## src/pds_pkg.sv

```systemverilog
// pds_pkg: widths, search limits, state codes and bundle types for the
// PLL divider search unit. No dependencies.
package pds_pkg;

  localparam int FREQ_W = 26;
  localparam int TGT_W  = 27;
  localparam int WIDE_W = 30;
  localparam int VCO_W  = 31;
  localparam int CNT_W  = 5;
  localparam int M_W    = 6;
  localparam int N_W    = 9;
  localparam int P_W    = 4;
  localparam int PC_W   = 2;
  localparam int Q_W    = 4;

  typedef logic [FREQ_W-1:0] freq_t;
  typedef logic [TGT_W-1:0]  tgt_t;
  typedef logic [WIDE_W-1:0] wide_t;
  typedef logic [VCO_W-1:0]  vco_t;

  localparam logic CFG_HSE = 1'b0;
  localparam logic CFG_HSI = 1'b1;

  localparam freq_t HSE_RESET = FREQ_W'(8000000);
  localparam freq_t HSI_RESET = FREQ_W'(16000000);

  localparam wide_t FIN_MIN   = WIDE_W'(950000);
  localparam wide_t FIN_MAX   = WIDE_W'(2100000);
  localparam vco_t  VCO_MIN   = VCO_W'(100000000);
  localparam vco_t  VCO_MAX   = VCO_W'(432000000);
  localparam tgt_t  TGT_MIN   = TGT_W'(24000000);
  localparam tgt_t  TGT_MAX   = TGT_W'(100000000);
  localparam vco_t  N_MIN     = VCO_W'(50);
  localparam vco_t  N_MAX     = VCO_W'(432);
  localparam vco_t  Q_STEP    = VCO_W'(48000001);

  localparam logic [M_W-1:0] M_FIRST = M_W'(2);
  localparam logic [M_W-1:0] M_LAST  = M_W'(63);
  localparam logic [Q_W-1:0] Q_FIRST = Q_W'(2);
  localparam logic [Q_W-1:0] Q_LAST  = Q_W'(15);
  localparam logic [PC_W-1:0] P_LAST = PC_W'(3);

  typedef enum logic [2:0] {
    ST_IDLE,
    ST_MSTART,
    ST_MWAIT,
    ST_PSTART,
    ST_PWAIT,
    ST_QINIT,
    ST_QSRCH,
    ST_FINISH
  } state_t;

  typedef struct packed {
    logic  start;
    wide_t dividend;
    freq_t divisor;
  } div_req_t;

  typedef struct packed {
    logic  done;
    wide_t quot;
    freq_t rem;
  } div_rsp_t;

endpackage

```

## src/pds_if.sv

```systemverilog
// pds_if: request and response channel interfaces (valid/ready plus payload).
// Depends on pds_pkg for field widths.
interface pds_req_if;
  logic                 valid;
  logic                 ready;
  logic                 source_is_hse;
  pds_pkg::tgt_t        target_frequency;

  modport source (output valid, source_is_hse, target_frequency, input ready);
  modport sink   (input valid, source_is_hse, target_frequency, output ready);
endinterface

interface pds_rsp_if;
  logic                        valid;
  logic                        ready;
  logic                        found;
  logic [pds_pkg::M_W-1:0]     div_m;
  logic [pds_pkg::N_W-1:0]     mult_n;
  logic [pds_pkg::P_W-1:0]     div_p;
  logic [pds_pkg::PC_W-1:0]    p_code;
  logic [pds_pkg::Q_W-1:0]     div_q;

  modport source (output valid, found, div_m, mult_n, div_p, p_code, div_q, input ready);
  modport sink   (input valid, found, div_m, mult_n, div_p, p_code, div_q, output ready);
endinterface

```

## src/pll_divider_search_unit.sv

```systemverilog
// pll_divider_search_unit: top level; oscillator registers, search sequencer
// and shared serial divider. Depends on pds_pkg, pds_if, pds_serial_div, pds_search_ctrl.
//
//   channel  dir  handshake     payload
//   req      in   valid/ready   source_is_hse, target_frequency
//   rsp      out  valid/ready   found, div_m, mult_n, div_p, p_code, div_q
//   cfg      in   cfg_we        cfg_index, cfg_data
//
// Every division (source/M, target*P/fin) runs on the one serial divider; each
// M costs one division, plus four more when source/M is in range, plus a Q scan.
// A target outside 24..100 MHz skips the search and goes straight to the result
// register. Requests are taken one at a time; a result waiting in the output
// register does not hold off the next request.
// Synchronous reset restores the oscillator registers and empties the output.
module pll_divider_search_unit (
  input  logic           clk,
  input  logic           rst,
  pds_req_if.sink        req,
  pds_rsp_if.source      rsp,
  input  logic           cfg_we,
  input  logic           cfg_index,
  input  pds_pkg::freq_t cfg_data
);

  pds_pkg::freq_t    hse_frequency;
  pds_pkg::freq_t    hsi_frequency;
  pds_pkg::div_req_t div_req;
  pds_pkg::div_rsp_t div_rsp;

  always_ff @(posedge clk) begin
    if (rst) begin
      hse_frequency <= pds_pkg::HSE_RESET;
      hsi_frequency <= pds_pkg::HSI_RESET;
    end else if (cfg_we) begin
      unique case (cfg_index)
        pds_pkg::CFG_HSE: hse_frequency <= cfg_data;
        pds_pkg::CFG_HSI: hsi_frequency <= cfg_data;
        default: ;
      endcase
    end
  end

  pds_search_ctrl u_ctrl (
    .clk           (clk),
    .rst           (rst),
    .hse_frequency (hse_frequency),
    .hsi_frequency (hsi_frequency),
    .req           (req),
    .rsp           (rsp),
    .div_req       (div_req),
    .div_rsp       (div_rsp)
  );

  pds_serial_div u_div (
    .clk (clk),
    .rst (rst),
    .req (div_req),
    .rsp (div_rsp)
  );

endmodule

```

## src/pds_serial_div.sv

```systemverilog
// pds_serial_div: restoring divider, one quotient bit per cycle.
// Depends on pds_pkg (div_req_t, div_rsp_t).
module pds_serial_div (
  input  logic              clk,
  input  logic              rst,
  input  pds_pkg::div_req_t req,
  output pds_pkg::div_rsp_t rsp
);

  logic                       busy;
  logic                       done;
  logic [pds_pkg::CNT_W-1:0]  cnt;
  pds_pkg::wide_t             shreg;
  pds_pkg::freq_t             rem;
  pds_pkg::freq_t             dsr;

  logic [pds_pkg::FREQ_W:0]   trial;
  logic [pds_pkg::FREQ_W:0]   diff;
  logic                       qbit;
  pds_pkg::freq_t             rem_next;

  always_comb begin
    trial    = {rem, shreg[pds_pkg::WIDE_W-1]};
    diff     = trial - {1'b0, dsr};
    qbit     = (trial >= {1'b0, dsr});
    rem_next = qbit ? diff[pds_pkg::FREQ_W-1:0] : trial[pds_pkg::FREQ_W-1:0];
  end

  always_ff @(posedge clk) begin
    if (rst) begin
      busy <= 1'b0;
      done <= 1'b0;
      cnt  <= '0;
    end else begin
      done <= 1'b0;
      if (req.start) begin
        busy  <= 1'b1;
        cnt   <= '0;
        shreg <= req.dividend;
        rem   <= '0;
        dsr   <= req.divisor;
      end else if (busy) begin
        shreg <= {shreg[pds_pkg::WIDE_W-2:0], qbit};
        rem   <= rem_next;
        cnt   <= cnt + 1'b1;
        if (cnt == pds_pkg::CNT_W'(pds_pkg::WIDE_W - 1)) begin
          busy <= 1'b0;
          done <= 1'b1;
        end
      end
    end
  end

  assign rsp.done = done;
  assign rsp.quot = shreg;
  assign rsp.rem  = rem;

endmodule

```

## src/pds_search_ctrl.sv

```systemverilog
// pds_search_ctrl: M/P search sequencer, Q scan and result register.
// Depends on pds_pkg, pds_req_if/pds_rsp_if; drives a pds_serial_div.
module pds_search_ctrl (
  input  logic              clk,
  input  logic              rst,
  input  pds_pkg::freq_t    hse_frequency,
  input  pds_pkg::freq_t    hsi_frequency,
  pds_req_if.sink           req,
  pds_rsp_if.source         rsp,
  output pds_pkg::div_req_t div_req,
  input  pds_pkg::div_rsp_t div_rsp
);

  pds_pkg::state_t state, state_next;

  pds_pkg::freq_t              src;
  pds_pkg::tgt_t               target;
  logic [pds_pkg::M_W-1:0]     m;
  logic [pds_pkg::PC_W-1:0]    p_idx;
  pds_pkg::freq_t              fin;
  pds_pkg::wide_t              tp;
  logic                        best_valid;
  logic [pds_pkg::N_W-1:0]     best_n;
  logic [pds_pkg::PC_W-1:0]    best_p;
  pds_pkg::vco_t               best_vco;
  logic [pds_pkg::Q_W-1:0]     q;
  pds_pkg::vco_t               thr;
  logic                        res_found;

  logic                        out_valid;
  logic                        out_found;
  logic [pds_pkg::M_W-1:0]     out_m;
  logic [pds_pkg::N_W-1:0]     out_n;
  logic [pds_pkg::P_W-1:0]     out_p;
  logic [pds_pkg::PC_W-1:0]    out_pc;
  logic [pds_pkg::Q_W-1:0]     out_q;

  logic                        req_xfer;
  logic                        tgt_ok;
  logic                        fin_ok;
  pds_pkg::wide_t              tp_calc;
  pds_pkg::wide_t              t2;
  pds_pkg::wide_t              t4;
  logic                        rem_nz;
  pds_pkg::freq_t              slack;
  pds_pkg::vco_t               ncand;
  pds_pkg::vco_t               vco_c;
  logic                        cand_ok;
  logic                        cand_better;
  logic                        load_out;

  assign req.ready = (state == pds_pkg::ST_IDLE) && !rst;
  assign req_xfer  = req.valid && req.ready;
  assign tgt_ok    = (req.target_frequency >= pds_pkg::TGT_MIN) &&
                     (req.target_frequency <= pds_pkg::TGT_MAX);
  assign fin_ok    = (div_rsp.quot >= pds_pkg::FIN_MIN) && (div_rsp.quot <= pds_pkg::FIN_MAX);
  assign load_out  = (state == pds_pkg::ST_FINISH) && (!out_valid || rsp.ready);

  // target * P for P = 2, 4, 6, 8
  always_comb begin
    t2 = {2'b00, target, 1'b0};
    t4 = {1'b0, target, 2'b00};
    unique case (p_idx)
      2'd0:    tp_calc = t2;
      2'd1:    tp_calc = t4;
      2'd2:    tp_calc = t4 + t2;
      default: tp_calc = {target, 3'b000};
    endcase
  end

  // smallest N with fin*N >= target*P; it hits when fin*N - target*P < P and N and fin*N are in range
  always_comb begin
    rem_nz      = (div_rsp.rem != '0);
    slack       = fin - div_rsp.rem;
    ncand       = {1'b0, div_rsp.quot} + pds_pkg::VCO_W'(rem_nz);
    vco_c       = {1'b0, tp} + (rem_nz ? pds_pkg::VCO_W'(slack) : '0);
    cand_ok     = (ncand >= pds_pkg::N_MIN) && (ncand <= pds_pkg::N_MAX) &&
                  (vco_c >= pds_pkg::VCO_MIN) && (vco_c <= pds_pkg::VCO_MAX) &&
                  (!rem_nz || (slack <= pds_pkg::FREQ_W'({p_idx, 1'b1})));
    cand_better = cand_ok && (!best_valid || (ncand[pds_pkg::N_W-1:0] < best_n));
  end

  always_comb begin
    div_req.start    = 1'b0;
    div_req.dividend = tp_calc;
    div_req.divisor  = fin;
    state_next       = state;
    unique case (state)
      pds_pkg::ST_IDLE: begin
        if (req_xfer) begin
          state_next = tgt_ok ? pds_pkg::ST_MSTART : pds_pkg::ST_FINISH;
        end
      end
      pds_pkg::ST_MSTART: begin
        div_req.start    = 1'b1;
        div_req.dividend = pds_pkg::WIDE_W'(src);
        div_req.divisor  = pds_pkg::FREQ_W'(m);
        state_next       = pds_pkg::ST_MWAIT;
      end
      pds_pkg::ST_MWAIT: begin
        if (div_rsp.done) begin
          priority if (fin_ok) state_next = pds_pkg::ST_PSTART;
          else if (m == pds_pkg::M_LAST) state_next = pds_pkg::ST_FINISH;
          else state_next = pds_pkg::ST_MSTART;
        end
      end
      pds_pkg::ST_PSTART: begin
        div_req.start = 1'b1;
        state_next    = pds_pkg::ST_PWAIT;
      end
      pds_pkg::ST_PWAIT: begin
        if (div_rsp.done) begin
          priority if (p_idx != pds_pkg::P_LAST) state_next = pds_pkg::ST_PSTART;
          else if (best_valid || cand_ok) state_next = pds_pkg::ST_QINIT;
          else if (m == pds_pkg::M_LAST) state_next = pds_pkg::ST_FINISH;
          else state_next = pds_pkg::ST_MSTART;
        end
      end
      pds_pkg::ST_QINIT: state_next = pds_pkg::ST_QSRCH;
      pds_pkg::ST_QSRCH: begin
        if ((best_vco < thr) || (q == pds_pkg::Q_LAST)) state_next = pds_pkg::ST_FINISH;
      end
      pds_pkg::ST_FINISH: begin
        if (load_out) state_next = pds_pkg::ST_IDLE;
      end
      default: state_next = pds_pkg::ST_IDLE;
    endcase
  end

  always_ff @(posedge clk) begin
    if (rst) state <= pds_pkg::ST_IDLE;
    else     state <= state_next;
  end

  always_ff @(posedge clk) begin
    if (rst) begin
      best_valid <= 1'b0;
      res_found  <= 1'b0;
    end else begin
      unique case (state)
        pds_pkg::ST_IDLE: begin
          if (req_xfer) begin
            src       <= req.source_is_hse ? hse_frequency : hsi_frequency;
            target    <= req.target_frequency;
            m         <= pds_pkg::M_FIRST;
            res_found <= 1'b0;
          end
        end
        pds_pkg::ST_MWAIT: begin
          if (div_rsp.done) begin
            if (fin_ok) begin
              fin        <= div_rsp.quot[pds_pkg::FREQ_W-1:0];
              p_idx      <= '0;
              best_valid <= 1'b0;
            end else begin
              m <= m + 1'b1;
            end
          end
        end
        pds_pkg::ST_PSTART: tp <= tp_calc;
        pds_pkg::ST_PWAIT: begin
          if (div_rsp.done) begin
            if (cand_better) begin
              best_valid <= 1'b1;
              best_n     <= ncand[pds_pkg::N_W-1:0];
              best_p     <= p_idx;
              best_vco   <= vco_c;
            end
            p_idx <= p_idx + 1'b1;
            if ((p_idx == pds_pkg::P_LAST) && !(best_valid || cand_ok)) m <= m + 1'b1;
          end
        end
        pds_pkg::ST_QINIT: begin
          q   <= pds_pkg::Q_FIRST;
          thr <= pds_pkg::Q_STEP + pds_pkg::Q_STEP;
        end
        pds_pkg::ST_QSRCH: begin
          if (best_vco < thr) begin
            res_found <= 1'b1;
          end else begin
            q   <= q + 1'b1;
            thr <= thr + pds_pkg::Q_STEP;
          end
        end
        default: ;
      endcase
    end
  end

  always_ff @(posedge clk) begin
    if (rst) begin
      out_valid <= 1'b0;
    end else begin
      if (load_out) out_valid <= 1'b1;
      else if (rsp.ready) out_valid <= 1'b0;
    end
  end

  always_ff @(posedge clk) begin
    if (load_out) begin
      out_found <= res_found;
      out_m     <= res_found ? m : '0;
      out_n     <= res_found ? best_n : '0;
      out_p     <= res_found ? ({1'b0, best_p, 1'b0} + pds_pkg::P_W'(2)) : '0;
      out_pc    <= res_found ? best_p : '0;
      out_q     <= res_found ? q : '0;
    end
  end

  assign rsp.valid  = out_valid;
  assign rsp.found  = out_found;
  assign rsp.div_m  = out_m;
  assign rsp.mult_n = out_n;
  assign rsp.div_p  = out_p;
  assign rsp.p_code = out_pc;
  assign rsp.div_q  = out_q;

endmodule

```

## src/flat_wrapper.sv

```systemverilog
// flat-port wrapper written by rule: the top's interface ports become plain ports
module pll_divider_search_unit_flat 
  (clk, rst, cfg_we, cfg_index, cfg_data, req_valid, req_source_is_hse, req_target_frequency, req_ready, rsp_valid, rsp_found, rsp_div_m, rsp_mult_n, rsp_div_p, rsp_p_code, rsp_div_q, rsp_ready);
  pds_req_if req_i ();
  pds_rsp_if rsp_i ();
  input  logic clk;
  input  logic rst;
  input  logic cfg_we;
  input  logic cfg_index;
  input  pds_pkg::freq_t cfg_data;
  input wire logic [$bits(req_i.valid)-1:0] req_valid;
  input wire logic [$bits(req_i.source_is_hse)-1:0] req_source_is_hse;
  input wire logic [$bits(req_i.target_frequency)-1:0] req_target_frequency;
  output wire logic [$bits(req_i.ready)-1:0] req_ready;
  output wire logic [$bits(rsp_i.valid)-1:0] rsp_valid;
  output wire logic [$bits(rsp_i.found)-1:0] rsp_found;
  output wire logic [$bits(rsp_i.div_m)-1:0] rsp_div_m;
  output wire logic [$bits(rsp_i.mult_n)-1:0] rsp_mult_n;
  output wire logic [$bits(rsp_i.div_p)-1:0] rsp_div_p;
  output wire logic [$bits(rsp_i.p_code)-1:0] rsp_p_code;
  output wire logic [$bits(rsp_i.div_q)-1:0] rsp_div_q;
  input wire logic [$bits(rsp_i.ready)-1:0] rsp_ready;
  assign req_i.valid = req_valid;
  assign req_i.source_is_hse = req_source_is_hse;
  assign req_i.target_frequency = req_target_frequency;
  assign req_ready = req_i.ready;
  assign rsp_valid = rsp_i.valid;
  assign rsp_found = rsp_i.found;
  assign rsp_div_m = rsp_i.div_m;
  assign rsp_mult_n = rsp_i.mult_n;
  assign rsp_div_p = rsp_i.div_p;
  assign rsp_p_code = rsp_i.p_code;
  assign rsp_div_q = rsp_i.div_q;
  assign rsp_i.ready = rsp_ready;
  pll_divider_search_unit u_core (.clk(clk), .rst(rst), .req(req_i), .rsp(rsp_i), .cfg_we(cfg_we), .cfg_index(cfg_index), .cfg_data(cfg_data));
endmodule
```

## config.mk

```make
export PLATFORM = sky130hd
export DESIGN_NAME = pll_divider_search_unit_flat
export DESIGN_NICKNAME = d
export VERILOG_FILES = /design/src/pds_pkg.sv /design/src/pds_if.sv /design/src/pll_divider_search_unit.sv /design/src/pds_serial_div.sv /design/src/pds_search_ctrl.sv /design/src/flat_wrapper.sv
export SDC_FILE = /design/constraint.sdc
export NUM_CORES = 1
export LEC_CHECK = 0
export BUFFER_PORTS_ARGS = -buffer_cell sky130_fd_sc_hd__buf_2
export CAP_MARGIN = 20
export CORE_ASPECT_RATIO = 0.8
export CORE_MARGIN = 2
export CORE_UTILIZATION = 50
export DETAILED_ROUTE_END_ITERATION = 10
export PLACE_DENSITY = 0.76
export SLEW_MARGIN = 0
export SYNTH_ARGS = -nofsm -noshare
export SYNTH_HDL_FRONTEND = slang
export SYNTH_SLANG_ARGS = --single-unit
```

## constraint.sdc

```tcl
create_clock -name clk -period 14.55 [get_ports clk]
set_input_delay 2.1825 -clock clk [delete_from_list [all_inputs] [get_ports clk]]
set_output_delay 2.1825 -clock clk [all_outputs]
set_load 0.01 [all_outputs]
```

==> results by group, run 1 <==
Outcome
  • Outcome: completed

Yosys
  • Asr flop ratio synth: 0
  • Most used DFF post-synth: edfxtp_1
  • Post-synthesis sequential area ratio: 0.443
  • Synth Warn #: 0
  • Syn Inst Count: 2391
  • Mapped Area: between 0.02 and 0.025 mm2
  • Post-Syn Nets: between 2000 and 3000
  • Post-synth EDFFs: 300
  • Avg Synthesized Cell Area: 9.74 um2
  • Cell taking the most area after synthesis: edfxtp_1
  • Synth area leaders: edfxtp_1 (39%), ha_1 (8.3%), dfxtp_1 (5.6%)
  • Yosys cell types: about 90
  • #FFs+latches synth: between 300 and 400
  • Synth top area share: 0.387

Clocking
  • Clock latency on the worst-skew pair: around 0.58 ns
  • Post-cts sizing count: 0
  • Clk root buf: clkbuf_16
  • Clock transition at the registers of the reported paths: 0.06 ns
  • CTS buffer count: 38
  • CTS tree: done
  • Htree depth: 2
  • Setup Fix Bufs, Post-CTS: 0
  • Clock sink total: 365
  • Clock buffer depth: 3
  • Cts hold-fix bufs: 0

Setup path
  • Top fanout value on the critical path: 31
  • Largest delay contributor family on the critical path: simple AND/OR/NAND/NOR gates
  • Worst Path Required: ~15 ns
  • Worst setup path endpoint: u_core.u_ctrl.best_vco[17]
  • Crit path from: u_core.u_div.rem[1]
  • Reg2reg start: u_core.u_div.rem[1]
  • Crit-path max cell delay: between 0.5 and 0.6 ns
  • Critical path class: flip-flop to flip-flop
  • CP Buf/Inv Count: 2
  • Reg2reg setup slack: a little under 8 ns
  • Slowest cell on the critical path: a211oi_1
  • Reg2reg path depth: 20
  • CP cell instances: inv_1, ha_1, nor2b_1, o31a_1, o211ai_1, nand4_1, a211oi_1, mux2i_1, o311ai_0, and2_1, ha_1, and2_1, o2111ai_1, nand3_1, xnor2_1, or2_2, or4_1, o211a_1, nor4_2, buf_4
  • Worst path depth: 20
  • Crit path launch type: flip-flop
  • CP Capture Type: flip-flop
  • Reg-to-reg endpoint: u_core.u_ctrl.best_vco[17]
  • Worst Path Arrival: roughly 6.9 ns

Pwr
  • Clock share of power: 0.227
  • Switching share of power: 0.404
  • Power Internal: around 0.0027 W
  • P_leak: slightly above 10 nW
  • Comb power frac: 0.437
  • Peak VDD IR: roughly 0.099 mV
  • NetSw: around 0.0018 W
  • Reg power frac: 0.336
  • Pwr dens: roughly 170 mW/mm2

Drt
  • Via Count: 18762
  • Post-DR wirelength/cell: slightly above 20 um
  • Post-Route WL: ~64 mm
  • Routed vias/inst: approximately 6.1
  • Final antenna-violating net count: 0
  • DRT Pass-1 Iters: 6
  • DR iter-0 viols: a little under 2000
  • DRC Markers: 0

Global route
  • First-pass GRT wire length: roughly 100 mm
  • GRT Residual Overflow: 0
  • Gr usage total: 0.264
  • Largest net degree at the start of global routing: just under 70
  • Vias in the first global route: around 17000
  • Initial antenna violation count: 0

Placed design
  • Post-DP HPWL: approximately 49 mm
  • I/O Buffers: 86
  • Gpl congestion: 0.963

Timing
  • Post-route clock period utilization: 0.460
  • Post-layout minimum cycle time: about 6.7 ns
  • Fin Hold WS: 0.453 ns
  • Clock Skews: between 0.02 and 0.025 ns
  • RSZ-0062 raised after global routing: false
  • Worst slew pin tran: 1.11 ns
  • Setup tns final: 0 ns
  • Number of setup violations in the final report: 0
  • Max Fclk: between 100 and 150 MHz
  • Final Hold Vio Count: 0
  • Relative slew slack: 0.259
  • Fin. max-slew vios: 0

Layout
  • Nets: around 2700
  • # diodes: 0
  • Share of cells above drive strength 1: 0.0998
  • Layout area overhead: 9.88%
  • Commonest non-fill, non-tap cell in the layout: edfxtp_1
  • Filler instances: between 3000 and 4000
  • FF/Latch Area: slightly above 0.01 mm2
  • Area of the multi-input gates: approximately 0.012 mm2
  • Most frequent cells in the layout: edfxtp_1 (300), nand2_1 (236), nor2_1 (202)

Die
  • Die area: slightly below 0.05 mm2
  • IO Count: 88
  • Initial Util: 0.508
  • CORE AREA: roughly 0.046 mm2
  • Die width: 245 um
  • Die height: 197 um
  • Std-Cell Rows: 70

Min path
  • Worst Hold Class: flip-flop to flip-flop
  • Hold Path Origin: u_core.hsi_frequency[4]

Flow run
  • Max cap viols: 0
## worst reg2reg max path: stages, from the launching register on
cell and delay, ns:
edfxtp_1 0.49, inv_1 0.11, ha_1 0.22, nor2b_1 0.14, o31a_1 0.32, o211ai_1 0.47, nand4_1 0.20, a211oi_1 0.54
mux2i_1 0.24, o311ai_0 0.31, and2_1 0.29, ha_1 0.33, and2_1 0.20, o2111ai_1 0.10, nand3_1 0.28, xnor2_1 0.26
or2_2 0.33, or4_1 0.54, o211a_1 0.18, nor4_2 0.34, buf_4 0.43
## registers in the layout, summed over array words and instances (netlist names), 3 cells and up
signal,cells
u_core.u_ctrl.rsp.mult_n,9
u_core.u_ctrl.target,27
u_core.u_ctrl.rsp.div_q,4
u_core.u_ctrl.tp,29
u_core.u_div.rem,26
u_core.hsi_frequency,26
u_core.u_ctrl.best_n,9
u_core.u_ctrl.thr,31
u_core.u_ctrl.rsp.div_p,3
u_core.u_div.cnt,5
u_core.u_div.dsr,26
u_core.u_ctrl.q,4
u_core.u_ctrl.state,3
u_core.u_ctrl.fin,26
u_core.u_ctrl.rsp.div_m,6
u_core.u_ctrl.src,26
u_core.u_div.shreg,30
u_core.u_ctrl.m,6
u_core.hse_frequency,26
u_core.u_ctrl.best_vco,31
## layer usage
layer / part of all wire / up-vias / track usage
li1: - / 8940 / -
met1: 0.47 / 8998 / 0.402
met2: 0.43 / 735 / 0.388
met3: 0.073 / 89 / 0.0361
met4: 0.027 / 0 / 0.0840
met5: 0 / - / 0
## metrics by stage
step | cells | instance area (um2) | worst slack [ns] | utilization | power [W]
after floorplan | 2391 | 23300 | 5.13 | - | 0.00287
after global placement | 3007 | 24300 | 7.95 | 0.530 | 0.00339
after detailed placement | 3008 | 24300 | 7.95 | 0.530 | 0.00343
after CTS | 3077 | 25600 | 7.93 | 0.558 | 0.00446
after global routing | 3078 | 25600 | 7.41 | 0.559 | 0.00473
final | 3078 | 25600 | 7.86 | 0.559 | 0.00447
## synthesized netlist by cell type, types with 8 or more instances
cell type  count
edfxtp_1     300
clkbuf_1      81
o211ai_1      15
o31ai_1       13
mux2_2        33
nor3_1        42
nor2_1       206
a221oi_1      19
nand3_1       58
xnor2_1       75
or4_1          9
o21a_1        31
o21bai_1      12
buf_1          9
a21oi_1      161
and2_1        45
or2_2         13
nand4_1       37
nor2b_1       39
inv_1        138
a211oi_1      24
a22oi_1        8
xor2_1        38
a222oi_1      12
dfxtp_1       65
or3_1         16
a21o_1        62
and3_1        23
o21ai_0      109
nand2b_1      31
mux2i_1       51
nand2_1      236
ha_1         155
o2111ai_1     10
nor4_1        26
a31oi_1       19
nand3b_1      20
## kinds of logic (layout without fill, tap and decap cells)
| family | Yosys count | in the layout | share of synthesized area |
|---|---|---|---|
| multiplexers | 84 | 84 | 0.0379 |
| XOR/XNOR | 113 | 113 | 0.0425 |
| adder cells (fa/ha/maj) | 160 | 160 | 0.0871 |
| other | 1 | 1 | 0.000161 |
| AND/OR/NAND/NOR | 832 | 832 | 0.178 |
| flip-flops | 365 | 365 | 0.443 |
| buffers and inverters | 240 | 315 | 0.0403 |
| AO/OA/AOI/OAI | 596 | 596 | 0.172 |
## power groups by stage
stage	sequential (W)	clock (W)	combinational, W
floorplan	0.00144	0	0.00143
global placement	0.00151	0	0.00188
detailed placement	0.00152	0	0.00191
CTS	0.00150	0.00104	0.00193
global route	0.00151	0.00107	0.00215
finish	0.00150	0.00102	0.00196
## cell type report
cell class / instances / area share
Clock buffer: 48 / 0.0411
Clock inverter: 21 / 0.00978
Inverter: 138 / 0.0202
Multi-Input combinational cell: 1786 / 0.472
Sequential cell: 365 / 0.403
Tap cell: 612 / 0.0299
Timing Repair Buffer: 108 / 0.0239
## worst min path at each step
stage | depth (start not counted) | slack [ns] | end
6_report | 2 | 0.45 | u_core.hsi_frequency[4]
5_1_grt | 2 | 0.46 | u_core.hse_frequency[1]
4_1_cts | 2 | 0.45 | u_core.hsi_frequency[8]
3_5_place_dp | 2 | 0.45 | u_core.hsi_frequency[8]
3_3_place_gp | 2 | 0.44 | u_core.hse_frequency[2]
2_1_floorplan | 0 | 0.42 | u_core.u_ctrl.fin[20]
Power figures use the tool's default switching activity.
==> run 2, diff against run 1 <==
==> constraint.sdc (replaced) <==
create_clock -name clk -period 6.6 [get_ports clk]
set_input_delay 0.99 -clock clk [delete_from_list [all_inputs] [get_ports clk]]
set_output_delay 0.99 -clock clk [all_outputs]
set_load 0.01 [all_outputs]
==> run 2 against run 1 <==
Clock power up 110%. Sequential cell count unchanged. Largest cell class unchanged. Critical path type unchanged. Largest power group unchanged. Combinational power up 120%. Sequential share of layout area shrank 0.12 points. Power grew 120%. Critical endpoint is now u_core.u_ctrl.m[3].
==> results by group, run 2 (same netlist as run 1, synthesis figures left out) <==
Outcome
  • Outcome: completed

Layout
  • Non-Filler Instances: 3085 (+0.23%)
  • Nets: 2662 (+0.23%)
  • Largest regs: u_core.u_ctrl.best_vco (31), u_core.u_ctrl.thr (31), u_core.u_div.shreg (30)
  • Most frequent cells in the layout: edfxtp_1 (300), nand2_1 (236), nor2_1 (202)
  • Commonest non-fill, non-tap cell in the layout: edfxtp_1
  • Share of cells above drive strength 1: 0.102 (+0.00255)
  • Post-route cell area: 0.0257 mm2 (+0.31%)
  • Layout area overhead: 10.2%
  • # diodes: 0 (unchanged)
  • Filler instances: 3939 (-0.86%)

Timing
  • Fin. max-slew vios: 0 (unchanged)
  • Post-route clock period utilization: 0.953 (+0.493)
  • Max Fclk: 159 MHz (+6.4%)
  • Setup tns final: 0 ns (unchanged)
  • Clock Skews: 0.0511 ns (+0.0281 ns)
  • Worst slew pin tran: 1.13 ns (+0.0197 ns)
  • Fin Hold WS: 0.454 ns (+0.00114 ns)
  • Number of setup violations in the final report: 0 (unchanged)
  • Relative slew slack: 0.236 (-0.0230)
  • RSZ-0062 raised after global routing: false
  • Post-layout minimum cycle time: 6.29 ns (-0.405 ns)
  • Final Hold Vio Count: 0 (unchanged)

Die
  • Die height: 197 um (unchanged)
  • IO Count: 88 (unchanged)
  • Die width: 245 um (unchanged)
  • CORE AREA: 0.0458 mm2 (unchanged)
  • Initial Util: 0.508 (unchanged)
  • Std-Cell Rows: 70 (unchanged)
  • Die area: 0.0483 mm2 (unchanged)

Drt
  • Post-DR wirelength/cell: 20.8 um (about the same)
  • Post-Route WL: 64.1 mm (+0.21%)
  • DR iter-0 viols: 1808 (-7.6%)
  • Final antenna-violating net count: 0 (unchanged)
  • DRC Markers: 0 (unchanged)
  • DRT Pass-1 Iters: 5 (-1)
  • Routed vias/inst: 6.07 (-0.46%)
  • Via Count: 18718 (-0.23%)

Clocking
  • Htree depth: 2 (unchanged)
  • CTS tree: done
  • Clk root buf: clkbuf_16
  • CTS buffer count: 40 (+5.3%)
  • Clock transition at the registers of the reported paths: 0.06 ns (about the same)
  • Clock buffer depth: 3 (unchanged)
  • Setup Fix Bufs, Post-CTS: 0 (unchanged)
  • Clock latency on the worst-skew pair: 0.60 ns (+0.02 ns)
  • Clock sink total: 365 (unchanged)

Placed design
  • Post-DP HPWL: 49.0 mm (+0.50%)
  • I/O Buffers: 86 (unchanged)
  • Area after DPL: 0.0243 mm2 (+0.21%)
  • Gpl congestion: 0.973 (+1.0%)
  • Cells after DPL: 3012 (+0.13%)

Setup path
  • Worst Path Required: 6.91 ns (-7.87 ns)
  • Crit path launch type: flip-flop
  • Worst Path Arrival: 6.60 ns (-0.32 ns)
  • CP Capture Type: flip-flop
  • Top fanout value on the critical path: 9 (-71%)
  • Critical path class: flip-flop to flip-flop

Global route
  • Largest net degree at the start of global routing: 68 (unchanged)
  • GRT Residual Overflow: 0 (unchanged)
  • First-pass GRT wire length: 99.8 mm (-0.39%)
  • Initial antenna violation count: 0 (unchanged)
  • Vias in the first global route: 17446 (+0.35%)
  • Gr usage total: 0.266 (+0.00111)

Flow run
  • Max cap viols: 0 (unchanged)

Pwr
  • P_leak: 10.1 nW (+0.18%)
  • Pwr dens: 386 mW/mm2 (+120%)
  • Peak VDD IR: 0.194 mV (+96%)

Min path
  • Worst Hold Class: flip-flop to flip-flop
==> run 2: through the flow <==
step | setup slack, ns | total power (W) | utilization
final | 0.310 | 0.00991 | 0.560
after global routing | 0.00838 | 0.0105 | 0.560
after CTS | 0.393 | 0.00983 | 0.559
after detailed placement | 0.448 | 0.00762 | 0.531
after global placement | 0.398 | 0.00756 | 0.531
after floorplan | 0.00296 | 0.00633 | -
==> run 2: repair_timing <==
action,4_1_cts,5_1_grt
endpoints found under the setup margin,0,48
gates resized for setup,0,5
hold endpoints to repair,0,0
hold buffers,0,0
==> run 2: critical path, cell delays in order, from the launching register on <==
cell	delay, ns
edfxtp_1	0.46
ha_1	0.24
fa_1	0.24
nor2b_1	0.07
o31a_1	0.30
o211ai_1	0.25
a21oi_1	0.14
or4b_2	0.63
o211ai_1	0.16
nor2_1	0.08
ha_1	0.40
a21oi_1	0.26
o21a_1	0.29
o21bai_1	0.13
a22o_1	0.24
a211oi_1	0.30
o311a_1	0.27
nor4bb_1	0.44
o32a_1	0.21
o211a_1	0.28
o21a_1	0.21
a21oi_1	0.08
nor2_1	0.13
buf_4	0.17
==> run 2: cell type report <==
type	instances	area [um2]	share of cell area
clock buffers	47	1040	0.0404
clock inverters	25	250	0.00975
inverters	138	518	0.0202
multi-input cells	1786	12100	0.472
flip-flops and latches	365	10300	0.402
well taps	612	766	0.0298
repair buffers	112	671	0.0261
==> run 2: worst paths after layout <==
kind | startpoint | to | slack, ns | cells after the start
max reg2reg | u_core.u_div.rem[0] | u_core.u_ctrl.m[3] | 0.31 | 23
min reg2reg | u_core.hse_frequency[16] | u_core.hse_frequency[16] | 0.45 | 2
max | u_core.u_div.rem[0] | u_core.u_ctrl.m[3] | 0.31 | 23
min | u_core.hse_frequency[16] | u_core.hse_frequency[16] | 0.45 | 2
==> run 2: power by group <==
group / switching [W] / internal [W]
clock network: 0.000970 / 0.00122
registers: 0.000358 / 0.00299
logic: 0.00273 / 0.00164
==> run 2: layer usage <==
metal,routed length [um],track usage,up-vias,share of wire
li1,-,-,8953,-
met4,1820,0.0842,0,0.028
met2,27300,0.394,734,0.43
met1,29500,0.386,8940,0.46
met5,0,0,-,0
met3,5500,0.0577,91,0.086
==> run 3, diff against run 2 <==
--- a/config.mk
+++ b/config.mk
@@ -11,7 +11,9 @@
 export CORE_MARGIN = 2
 export CORE_UTILIZATION = 50
 export DETAILED_ROUTE_END_ITERATION = 10
+export GPL_TIMING_DRIVEN = 0
 export PLACE_DENSITY = 0.76
+export REMOVE_ABC_BUFFERS = 1
 export SLEW_MARGIN = 0
 export SYNTH_ARGS = -nofsm -noshare
 export SYNTH_HDL_FRONTEND = slang
==> run 3 against run 2 <==
Clock power about the same. Die area is the same. Sequential cell count did not move. Final cell count hardly changed. Critical path depth down 1. Setup slack got worse by 0.16 ns. Largest cell class unchanged.
==> results by group, run 3 (same netlist as run 1, synthesis figures left out) <==
Outcome
  • Outcome: completed

Layout
  • Largest regs: u_core.u_ctrl.best_vco (31), u_core.u_ctrl.thr (31), u_core.u_div.shreg (30)
  • Area of the multi-input gates: 0.0122 mm2 (+1.1%)
  • Commonest non-fill, non-tap cell in the layout: edfxtp_1
  • Share of cells above drive strength 1: 0.112 (+0.00921)
  • Nets: 2665 (+0.11%)
  • FF/Latch Area: 0.0103 mm2 (unchanged)
  • Final Core Density: 0.567 (+0.00609)
  • Filler instances: 3918 (-0.53%)
  • Most frequent cells in the layout: edfxtp_1 (300), nand2_1 (235), nor2_1 (200)
  • # diodes: 0 (unchanged)
  • Layout area overhead: 11.4%

Clocking
  • Clock transition at the registers of the reported paths: 0.07 ns (about the same)
  • Cts hold-fix bufs: 0 (unchanged)
  • Clock sink total: 365 (unchanged)
  • CTS buffer count: 39 (-2.5%)
  • Htree depth: 2 (unchanged)
  • Clk root buf: clkbuf_16
  • CTS tree: done
  • Clock latency on the worst-skew pair: 0.58 ns (-0.02 ns)
  • Clock buffer depth: 3 (unchanged)

Drt
  • DR iter-0 viols: 1935 (+7.0%)
  • Post-Route WL: 60.2 mm (-6.2%)
  • DRC Markers: 0 (unchanged)
  • Post-DR wirelength/cell: 19.5 um (-6.2%)
  • DRT Pass-1 Iters: 8 (+3)
  • Final antenna-violating net count: 0 (unchanged)
  • Via Count: 18700 (-0.096%)
  • Routed vias/inst: 6.06 (-0.16%)

Pwr
  • Comb power frac: 0.435 (-0.006)
  • Clock share of power: 0.226 (+0.005)
  • Reg power frac: 0.340 (+0.003)
  • Pwr dens: 378 mW/mm2 (-2.0%)
  • Switching share of power: 0.398 (-0.0116)
  • NetSw: 0.00391 W (-3.7%)
  • P_leak: 10.2 nW (+0.81%)
  • Peak VDD IR: 0.223 mV (+15%)
  • Power Internal: 0.00591 W (+1.0%)

Min path
  • Hold Path Depth: 2 (unchanged)
  • Hold Path Origin: u_core.hse_frequency[23]
  • Worst Hold End: u_core.hse_frequency[23]
  • Worst Hold Class: flip-flop to flip-flop

Global route
  • Vias in the first global route: 17472 (+0.15%)
  • Gr usage total: 0.248 (-0.0177)
  • Initial antenna violation count: 0 (unchanged)
  • First-pass GRT wire length: 95.0 mm (-4.8%)
  • GRT Residual Overflow: 0 (unchanged)
  • Largest net degree at the start of global routing: 68 (unchanged)

Setup path
  • Reg-to-reg endpoint: u_core.u_ctrl.best_vco[2]
  • Reg2reg setup slack: 0.15 ns (-0.16 ns)
  • Top fanout value on the critical path: 10 (+1)
  • CP Capture Type: flip-flop
  • Worst Path Required: 6.87 ns (-0.04 ns)
  • Reg2reg start: u_core.u_div.rem[1]
  • Crit path launch type: flip-flop
  • Critical path class: flip-flop to flip-flop
  • Worst Path Arrival: 6.73 ns (+0.13 ns)
  • Reg2reg path depth: 22 (-4.3%)

Die
  • Die height: 197 um (unchanged)
  • IO Count: 88 (unchanged)
  • Die area: 0.0483 mm2 (unchanged)
  • Std-Cell Rows: 70 (unchanged)
  • CORE AREA: 0.0458 mm2 (unchanged)
  • Initial Util: 0.508 (unchanged)
  • Die width: 245 um (unchanged)

Timing
  • Fin. max-slew vios: 0 (unchanged)
  • Max Fclk: 155 MHz (-2.5%)
  • Final WS setup: 0.148 ns (-0.162 ns)
  • Relative slew slack: 0.262 (+0.0255)
  • Worst slew pin tran: 1.11 ns (-0.0249 ns)
  • Number of setup violations in the final report: 0 (unchanged)
  • Clock Skews: 0.0196 ns (-0.0315 ns)
  • Post-route clock period utilization: 0.978 (+0.0246)
  • Post-layout minimum cycle time: 6.45 ns (+0.162 ns)
  • Final Hold Vio Count: 0 (unchanged)

Placed design
  • I/O Buffers: 86 (unchanged)
  • Worst slack at placement: -0.793 ns (-1.24 ns)
  • Post-DP HPWL: 44.7 mm (-8.7%)
  • Gpl congestion: 0.974 (about the same)

Flow run
  • Max cap viols: 0 (unchanged)
==> run 3: cell count changes in the layout (fill, tap and decap cells not counted), sizes merged <==
cell,before,now
buf,112,115
clkbuf,47,54
clkinv,19,13
bufinv,2,1
clkinvlp,2,1
==> run 3: what timing repair did <==
item	CTS	global route
gates resized for setup	6	26
buffers inserted	1	9
pin swaps	1	2
setup endpoints to repair	48	40
endpoints found under the hold margin	0	0
==> run 3: cell type report <==
cell class              instances  area share
multi-input cells            1786       0.472
flip-flops and latches        365       0.397
clock buffers                  53      0.0433
repair buffers                116      0.0311
well taps                     612      0.0295
inverters                     138      0.0200
clock inverters                17     0.00675
==> run 3: power groups by stage <==
stage               registers, W  clock network [W]  logic [W]
global placement         0.00340                  0    0.00385
floorplan                0.00326                  0    0.00301
finish                   0.00333            0.00222    0.00427
detailed placement       0.00337                  0    0.00406
global route             0.00336            0.00234    0.00470
CTS                      0.00332            0.00226    0.00409
==> run 3: worst max path at each step <==
stage                        start                         to  slack (ns)  cells after the start
2_1_floorplan  u_core.u_div.rem[9]    u_core.u_ctrl.best_n[0]       -2.74                     19
3_3_place_gp   u_core.u_div.rem[6]  u_core.u_ctrl.best_vco[1]       -5.62                     17
3_5_place_dp   u_core.u_div.rem[9]  u_core.u_ctrl.best_vco[1]       -0.79                     21
4_1_cts        u_core.u_div.rem[9]  u_core.u_ctrl.best_vco[1]        0.02                     22
5_1_grt        u_core.u_div.rem[1]  u_core.u_ctrl.best_vco[0]       -0.07                     22
6_report       u_core.u_div.rem[1]  u_core.u_ctrl.best_vco[2]        0.15                     22
==> run 3: per-stage QoR <==
step	area, um2	power, W	setup TNS [ns]	hold WS, ns	std cells
2_1_floorplan	22900	0.00627	-114.94	0.427	2289
3_3_place_gp	24100	0.00725	-299.40	0.438	2987
3_5_place_dp	24300	0.00742	-23.23	0.443	3003
4_1_cts	25700	0.00967	0	0.452	3074
5_1_grt	26000	0.0104	-0.707	0.467	3087
6_report	26000	0.00982	0	0.449	3087
==> run 3: worst max-delay path, stage by stage, from the launching register on <==
cell and delay [ns]:
edfxtp_1 0.48, buf_4 0.19, fa_1 0.42, nor2b_1 0.18, o31a_1 0.25, o211ai_1 0.16
a21oi_1 0.25, xnor2_1 0.26, nor2_1 0.11, ha_2 0.44, a21oi_1 0.11, o21ai_0 0.34
a21oi_1 0.14, a211oi_2 0.46, nor2_1 0.12, a311oi_2 0.40, nand4b_1 0.16, or4_1 0.51
o211a_1 0.22, nor4_4 0.35, buf_6 0.20, buf_4 0.19, buf_4 0.20
==> run 3: layer usage <==
metal	up-vias	share of wire	track usage
met5	-	0	0
met4	0	0.034	0.0926
met2	692	0.44	0.377
met3	113	0.073	0.0412
li1	8958	-	-
met1	8937	0.45	0.356
